[src/sv/grid_vector_interpolator_assert.svh]
// assertion macros for the grid vector interpolator
`ifndef GRID_VECTOR_INTERPOLATOR_ASSERT_SVH
`define GRID_VECTOR_INTERPOLATOR_ASSERT_SVH

`ifndef SYNTH

// same-cycle implication, sampled on clk, off during reset
`define GVI_ASSERT_NOW(lbl, pre, post) \
    lbl: assert property (@(posedge clk) disable iff (!rst_n) (pre) |-> (post)) \
        else $error("gvi assertion failed");

// next-cycle implication, sampled on clk, off during reset
`define GVI_ASSERT_NEXT(lbl, pre, post) \
    lbl: assert property (@(posedge clk) disable iff (!rst_n) (pre) |=> (post)) \
        else $error("gvi assertion failed");

`else

`define GVI_ASSERT_NOW(lbl, pre, post)
`define GVI_ASSERT_NEXT(lbl, pre, post)

`endif

`endif

[src/sv/gvi_pkg.sv]
// shared types, constants and interpolation arithmetic for the grid vector interpolator
`default_nettype none

package gvi_pkg;

    localparam int FRAC_BITS   = 8;
    localparam int VALUE_WIDTH = 16;
    localparam int COORD_WIDTH = 11;
    localparam int REQ_WIDTH   = 2;

    // sixteen corners at most, one bit per interpolated axis
    localparam int CORNER_BITS = 4;

    localparam logic [REQ_WIDTH-1:0] REQ_WRITE = 2'd0;
    localparam logic [REQ_WIDTH-1:0] REQ_SPACE = 2'd1;
    localparam logic [REQ_WIDTH-1:0] REQ_PARAM = 2'd2;

    localparam logic [CORNER_BITS-1:0] LAST_PLANE = 4'd3;
    localparam logic [CORNER_BITS-1:0] LAST_FULL  = 4'd15;

    localparam int ROUND_HALF = 1 << (FRAC_BITS - 1);

    typedef logic [FRAC_BITS-1:0]          frac_t;
    typedef logic signed [VALUE_WIDTH-1:0] value_t;

    localparam logic signed [VALUE_WIDTH+1:0] SUM_MAX =
        (VALUE_WIDTH+2)'((1 << (VALUE_WIDTH - 1)) - 1);
    localparam logic signed [VALUE_WIDTH+1:0] SUM_MIN =
        (VALUE_WIDTH+2)'(-(1 << (VALUE_WIDTH - 1)));

    typedef struct packed {
        logic [REQ_WIDTH-1:0]   req_type;
        logic [COORD_WIDTH-1:0] coord_s;
        logic [COORD_WIDTH-1:0] coord_t;
        logic [COORD_WIDTH-1:0] coord_x;
        logic [COORD_WIDTH-1:0] coord_y;
        value_t                 write_first;
        value_t                 write_second;
    } gvi_req_t;

    typedef struct packed {
        value_t result_first;
        value_t result_second;
    } gvi_rsp_t;

    // one grid entry, second component in the upper half
    typedef struct packed {
        value_t second;
        value_t first;
    } entry_t;

    typedef struct packed {
        logic                   vld;
        logic [CORNER_BITS-1:0] corner;
    } rd_tag_t;

    typedef struct packed {
        logic plane_vld;
        logic full_vld;
    } reduce_done_t;

    // a + floor(((b - a) * f + half) / 2^frac), saturated
    function automatic value_t lerp(value_t a, value_t b, frac_t f);
        logic signed [VALUE_WIDTH:0]             diff;
        logic signed [VALUE_WIDTH+FRAC_BITS+1:0] prod;
        logic signed [VALUE_WIDTH+1:0]           step;
        logic signed [VALUE_WIDTH+1:0]           sum;
        diff = $signed({b[VALUE_WIDTH-1], b}) - $signed({a[VALUE_WIDTH-1], a});
        prod = diff * $signed({1'b0, f});
        prod = prod + (VALUE_WIDTH+FRAC_BITS+2)'(ROUND_HALF);
        step = prod[VALUE_WIDTH+FRAC_BITS+1:FRAC_BITS];
        sum  = $signed({{2{a[VALUE_WIDTH-1]}}, a}) + step;
        if (sum > SUM_MAX) begin
            sum = SUM_MAX;
        end
        else if (sum < SUM_MIN) begin
            sum = SUM_MIN;
        end
        return sum[VALUE_WIDTH-1:0];
    endfunction

    function automatic entry_t lerp_entry(entry_t a, entry_t b, frac_t f);
        entry_t r;
        r.first  = lerp(a.first, b.first, f);
        r.second = lerp(a.second, b.second, f);
        return r;
    endfunction

endpackage

`default_nettype wire

[src/sv/gvi_reduce.sv]
// corner reduction tree: one lerp stage per axis, y then x then t then s
`default_nettype none

module gvi_reduce
    import gvi_pkg::*;
(
    input  logic         clk,
    input  logic         rst_n,
    input  rd_tag_t      rd_tag,
    input  entry_t       rd_data,
    input  frac_t        frac_s,
    input  frac_t        frac_t_in,
    input  frac_t        frac_x,
    input  frac_t        frac_y,
    output entry_t       plane_res,
    output entry_t       full_res,
    output reduce_done_t done
);

    entry_t     y_even_reg;
    entry_t     y_res_reg;
    logic       y_vld_reg;
    logic [2:0] y_idx_reg;

    entry_t     x_even_reg;
    entry_t     x_res_reg;
    logic       x_vld_reg;
    logic [1:0] x_idx_reg;

    entry_t     t_even_reg;
    entry_t     t_res_reg;
    logic       t_vld_reg;
    logic       t_idx_reg;

    entry_t     s_even_reg;
    entry_t     s_res_reg;
    logic       s_vld_reg;

    // valid flags
    always_ff @(posedge clk or negedge rst_n)
    begin
        if (!rst_n)
        begin
            y_vld_reg <= 1'b0;
            x_vld_reg <= 1'b0;
            t_vld_reg <= 1'b0;
            s_vld_reg <= 1'b0;
        end
        else
        begin
            y_vld_reg <= rd_tag.vld & rd_tag.corner[0];
            x_vld_reg <= y_vld_reg & y_idx_reg[0];
            t_vld_reg <= x_vld_reg & x_idx_reg[0];
            s_vld_reg <= t_vld_reg & t_idx_reg;
        end
    end

    // values: even partner held, odd partner combined
    always_ff @(posedge clk)
    begin
        if (rd_tag.vld)
        begin
            if (!rd_tag.corner[0])
            begin
                y_even_reg <= rd_data;
            end
            else
            begin
                y_res_reg <= lerp_entry(y_even_reg, rd_data, frac_y);
                y_idx_reg <= rd_tag.corner[3:1];
            end
        end
        if (y_vld_reg)
        begin
            if (!y_idx_reg[0])
            begin
                x_even_reg <= y_res_reg;
            end
            else
            begin
                x_res_reg <= lerp_entry(x_even_reg, y_res_reg, frac_x);
                x_idx_reg <= y_idx_reg[2:1];
            end
        end
        if (x_vld_reg)
        begin
            if (!x_idx_reg[0])
            begin
                t_even_reg <= x_res_reg;
            end
            else
            begin
                t_res_reg <= lerp_entry(t_even_reg, x_res_reg, frac_t_in);
                t_idx_reg <= x_idx_reg[1];
            end
        end
        if (t_vld_reg)
        begin
            if (!t_idx_reg)
            begin
                s_even_reg <= t_res_reg;
            end
            else
            begin
                s_res_reg <= lerp_entry(s_even_reg, t_res_reg, frac_s);
            end
        end
    end

    assign plane_res      = x_res_reg;
    assign full_res       = s_res_reg;
    assign done.plane_vld = x_vld_reg;
    assign done.full_vld  = s_vld_reg;

endmodule

`default_nettype wire

[config.mk]
export PLATFORM = sky130hd
export DESIGN_NAME = gvi_reduce
export DESIGN_NICKNAME = d
export VERILOG_FILES = /design/src/sv/grid_vector_interpolator_assert.svh /design/src/sv/gvi_pkg.sv /design/src/sv/gvi_reduce.sv
export SDC_FILE = /design/constraint.sdc
export NUM_CORES = 2
export LEC_CHECK = 0
export BUFFER_PORTS_ARGS = -buffer_cell sky130_fd_sc_hd__buf_2
export CORE_MARGIN = 2
export CORE_UTILIZATION = 70
export DETAILED_ROUTE_END_ITERATION = 12
export PLACE_DENSITY_LB_ADDON = 0.3
export SLEW_MARGIN = 5
export SYNTH_ARGS = -nofsm -noshare
export SYNTH_HDL_FRONTEND = slang
export SYNTH_SLANG_ARGS = --single-unit
[constraint.sdc]
create_clock -name clk -period 22.4 [get_ports clk]
set_input_delay 1.12 -clock clk [delete_from_list [all_inputs] [get_ports clk]]
set_output_delay 1.12 -clock clk [all_outputs]
set_load 0.01 [all_outputs]
### Yosys cells after proc, flatten, opt, wreduce, memory -nomap -nowiden

Index checks and enable logic that the tools add are counted.
Widths: inputs -> output; s select.

* memory bits (read-only): 0
* memory bits (writable): 0
* bits of input ports: 71
* memories: 0
* output and inout port bits: 66
* word-level logic and storage cells: 95
* register bits: 266
* latch bits: 0

* reduce and logical (&&, ||, !) cells: 8
* eq/ne operators: 0
* multiplexer cells: 8
* bitwise logic cells: 8
* div/mod/pow operators: 0
* multipliers: 8
* add/sub/neg operators: 24
* order comparisons: 16
* shift operators: 0

Operators by type and width (number)
* $add 26x9->26 const B: 8
* $mul 17x9->26: 8
* $add 16x18->18: 8
* $gt 18x16->1 const B: 8
* $lt 18x16->1 const B: 8
* $sub 16x16->17: 8
* $mux 16: 8
* $reduce_and 2->1: 8
* $and 1x1->1: 4
* $not 1->1: 4

### Longest topological paths before layout

* word-level depth: 6
* depth in mapped cells: 42
* gate-level depth less buffers: 41

### Worst setup path after synthesis

OpenSTA, ideal clock, no wires.

* path kind: input -> register
* start point: input rd_data[0] (netlist name)
* end point: register y_res_reg[11] (netlist name) (data pin)
* setup time: 273 ps
* stages: 37
* arrival: 9991 ps
* buffers on the path: 0
* setup slack: 12137 ps
* data required time: 22127 ps
* cells stage by stage: inv_1 -> ha_1 -> fa_1 -> nor2b_1 -> o21ai_0 -> a21boi_0 -> o21ai_0 -> a21boi_0 -> o21ai_0 -> a21boi_0 -> o21ai_0 -> a211oi_1 -> nand2_1 -> fa_1 -> inv_1 -> fa_1 -> fa_1 -> fa_1 -> ha_1 -> ha_1 -> a2111o_1 -> o211a_1 -> or3_1 -> a21o_1 -> a21oi_1 -> xnor2_1 -> ha_1 -> a21o_1 -> a21o_1 -> a21o_1 -> a21oi_1 -> a211oi_1 -> or2_2 -> a311oi_1 -> xnor2_2 -> nor3b_2 -> o21ai_0

* cells in the longest elaborated chain, start to end: 6
* elaborated cells on any way between the ends: 7
* those cells by class: add/sub: 3; mul: 1; order compare: 2; mux: 1

RTL lines
* from (decl): RTL line gvi_reduce.sv:10 `input entry_t rd_data,`
* $sub 16x16->17 (*): RTL line gvi_pkg.sv:68 `diff = $signed({b[VALUE_WIDTH-1], b}) - $signed({a[VALUE_WIDTH-1], a});`
* $mul 17x9->26 (*): RTL line gvi_pkg.sv:69 `prod = diff * $signed({1'b0, f});`
* $add 26x9->26 (*): RTL line gvi_pkg.sv:70 `prod = prod + (VALUE_WIDTH+FRAC_BITS+2)'(ROUND_HALF);`
* $add 16x18->18 (*): RTL line gvi_pkg.sv:72 `sum = $signed({{2{a[VALUE_WIDTH-1]}}, a}) + step;`
* $lt 18x16->1: RTL line gvi_pkg.sv:76 `else if (sum < SUM_MIN) begin`
* $mux 16: RTL line gvi_pkg.sv:76
* to (signal assigned): RTL line gvi_reduce.sv:69 `y_res_reg <= lerp_entry(y_even_reg, rd_data, frac_y);`
* to (decl): RTL line gvi_reduce.sv:21 `entry_t y_res_reg;`

Every way passes the cells marked *; elsewhere a longest branch is shown, timed or not.
A chain may end at the register's enable or synchronous reset.

### Worst setup path in the final report

* start point: register t_res_reg[1] (netlist name)
* end point: register s_res_reg, in the netlist full_res[7] (data pin)

* cells in the longest elaborated chain, start to end: 6
* elaborated cells on any way between the ends: 7
* those cells by class: add/sub: 3; mul: 1; order compare: 2; mux: 1

RTL lines
* from (decl): RTL line gvi_reduce.sv:31 `entry_t t_res_reg;`
* from (signal assigned): RTL line gvi_reduce.sv:93 `t_res_reg <= lerp_entry(t_even_reg, x_res_reg, frac_t_in);`
* $sub 16x16->17 (*): RTL line gvi_pkg.sv:68
* $mul 17x9->26 (*): RTL line gvi_pkg.sv:69
* $add 26x9->26 (*): RTL line gvi_pkg.sv:70
* $add 16x18->18 (*): RTL line gvi_pkg.sv:72
* $lt 18x16->1: RTL line gvi_pkg.sv:76
* $mux 16: RTL line gvi_pkg.sv:76
* to (signal assigned): RTL line gvi_reduce.sv:105 `s_res_reg <= lerp_entry(s_even_reg, t_res_reg, frac_s);`
* to (decl): RTL line gvi_reduce.sv:36 `entry_t s_res_reg;`

Marks and branches as above.

==> implementation parameters <==
Parameter                              Value

Timing
  Post-layout min period    roughly 11 ns
  Timing-limited maximum frequency    0.0872 GHz
  Clock Skew    between 0.02 and 0.025 ns
  Final setup vio count    0
  Slew at the pin closest to its max-slew limit    approximately 1.2 ns
  Final hold violation count    0
  Part of the cycle the worst path needs    around half
  Final Worst Setup Slack    10.93 ns
  Max-slew violation total from the final report    0
  Setup TNS    0 ns
  Worst rel slew slack    18.7%
  RSZ-0062 raised after global routing    false

Run status
  Run status    finished, final reports clean

Setup path
  Stage delay of the slowest cell on the critical path    roughly 0.9 ns
  Cell repeated most along the worst path    sky130_fd_sc_hd__o21ai_0
  Crit Reg-Reg Endpoint    full_res[7]
  Worst reg2reg path startpoint    t_res_reg[1]
  Critical setup path kind    register to register
  Maximum fanout encountered on the critical timing path    14
  End point of the critical path    full_res[7]
  Required time of the critical path    around 23 ns
  R2r worst-path depth    36
  Worst Setup End Kind    register
  Start point of the critical path    t_res_reg[1]
  Setup slack of the worst register-to-register path    10.93 ns
  Critical path's slowest cell    sky130_fd_sc_hd__mux2i_1
  Data arrival time of the critical path    11.74 ns
  Startpoint type of the worst setup path    register

GRT
  Wire length of the first global-routing pass    ~250000 um
  Gr usage total    33.9%
  Antenna violations before repair    3
  Largest net degree at the start of global routing    45
  Grt ovf    0
  Number of global-route vias before repair    51300

Clock tree
  CTS tree    done
  Post-CTS sizing    0
  Clk slew on worst S/H paths    0.07 ns
  Clock latency on the worst-skew pair    approximately 0.6 ns
  Hold_buf cts    0
  Number of CTS-inserted buffers    36
  Clock Tree Root    sky130_fd_sc_hd__clkbuf_16
  Clock sink count    approximately 270
  Number of H-tree levels    2
  Max Root-Sink Buffers    3
  Total setup buffers inserted after CTS    0

Logic synthesis
  Async set-or-reset flop fraction in the synthesized netlist    1.50%
  Mapped Area    about 0.062 mm2
  Top flip-flop cell by instance count after synthesis    sky130_fd_sc_hd__edfxtp_1
  #FFs+latches synth    266
  Register area share after synthesis    between 10% and 20%
  Mapped Avg Cell Area    9.12 um2
  Ys Warns    0
  Post-Syn Nets    8513
  Number of enable-type register cells in the synthesized netlist    262
  Count of different cell masters after synthesis    101
  Post-Synthesis Cells    ~6800

Drt
  Iter 0 DRT Violations    4253
  Count of nets left with antenna violations after detail routing    0
  DRC errors left    0
  Vias post-DR    49400
  Average detailed-routed wire length per instance    between 15 and 20 um
  First-pass detailed-route iteration total    6
  Via/cell ratio    6.24
  Routed WL    150000 um

Final layout
  Synthesis-to-layout area growth    4.18%
  Leading cell type in the layout, fill and taps excluded    sky130_fd_sc_hd__inv_1
  Number of nets in the layout    8485
  Most used cells in the layout excluding fill and tap cells    1004 x sky130_fd_sc_hd__inv_1, 872 x sky130_fd_sc_hd__fa_1, 800 x sky130_fd_sc_hd__ha_1, 624 x sky130_fd_sc_hd__nand2_1, 312 x sky130_fd_sc_hd__and2_1
  Number of fill cells in the layout    ~6400
  Proportion of layout cells with a drive suffix above 1    between 4 and 5%

Placement
  Estimated wirelength of the detail-placed design    120000 um
  Routability cong.    0.924
  Pre-CTS WS    10.52 ns
  Number of I/O port buffers    136

Floorplan
  Area of the die    just over 0.09 mm2
  Chip width    301 um
  Height of the die    301 um
  Floorplan core area    0.0870 mm2
  Starting utilization of the core area    70.9%
  # IOs    137
  Number of placement rows    about 110

Min path
  Hold/Removal Path Class    input pin to async pin

Job
  Number of violations of the max-capacitance limit    0
layer usage:
metal / share of wire [%] / routed length [um] / track usage [%] / up-vias
li1: - / - / - / 22800
met1: 39 / 58500 / 42.1 / 24300
met2: 49 / 74000 / 59.4 / 1929
met3: 6.6 / 9940 / 3.73 / 427
met4: 5.0 / 7430 / 15.4 / 0
met5: 0 / 0 / 0 / -
synth_stat cells, drive strengths merged (36+ instances only):
cell       n  share of area, %
xnor2    216               3.1
nand2b   102               1.0
a21oi    210               1.7
nand3    207               1.7
nor3     109              0.89
o211ai    49              0.60
nor2     311               1.9
edfxtp   262                13
a21o     127               1.5
or3       57              0.58
and2     316               3.2
o21ai    244               2.0
nor2b    119               1.2
o31ai     36              0.46
clkbuf   196               1.2
ha       800                16
a211oi    54              0.66
fa       872                28
o311ai    37              0.54
inv     1004               6.1
nand2    624               3.8
and3     112               1.1
a21boi    48              0.59
a31oi     51              0.52
o21a      71              0.87
a311oi    37              0.54
xor2     110               1.6
cell type report:
class	instances	area, um2	area share (%)
Timing Repair Buffer	162	876	1.36
Clock inverter	18	194	0.302
Clock buffer	44	931	1.45
Antenna cell	2	5.00	0.00778
Sequential cell	266	7970	12.4
Inverter	1009	3790	5.89
Multi-Input combinational cell	5267	49100	76.4
Tap cell	1155	1450	2.25
worst min-delay path by stage:
| stage | to | startpoint | depth (start not counted) |
|---|---|---|---|
| after floorplan | t_idx_reg | x_idx_reg[1] | 0 |
| after global placement | t_idx_reg | x_idx_reg[1] | 0 |
| after detailed placement | x_idx_reg[1] | y_idx_reg[2] | 0 |
| after CTS | y_vld_reg | rst_n | 1 |
| after global routing | x_vld_reg | rst_n | 1 |
| final | x_vld_reg | rst_n | 1 |
cell families (layout without fill, tap and decap cells):
logic type,after synthesis,after routing,synth area share [%]
XOR/XNOR,328,328,4.71
AO/OA/AOI/OAI,1196,1196,13.4
adder cells (fa/ha/maj),1672,1672,44.5
buffers and inverters,1237,1233,7.61
multiplexers,3,3,0.0689
AND/OR/NAND/NOR,2068,2068,16.8
flip-flops,266,266,12.9
other,0,2,0
through the flow:
step / hold WS, ns / cells / util, % / cell area (um2)
finish: 0.341 / 7923 / 73.9 / 64300
global route: 0.332 / 7922 / 73.9 / 64300
CTS: 0.315 / 7921 / 73.9 / 64300
detailed placement: 0.416 / 7859 / 72.6 / 63200
global placement: 0.404 / 7859 / 72.6 / 63200
floorplan: 0.400 / 6770 / - / 61700
critical path: cells and delay by family, from the launching register on:
family / cells / cell delay (ns)
mux: 1 / 0.90
simple gates: 6 / 0.83
compound gates: 18 / 4.91
buf+inv: 1 / 0.05
xor+xnor: 2 / 0.68
flops: 1 / 0.48
fa+ha+maj: 8 / 3.34
Power is left out: the tool's default activity adds up to more than one toggle a clock period on the data nets, which glitch-free logic cannot reach.
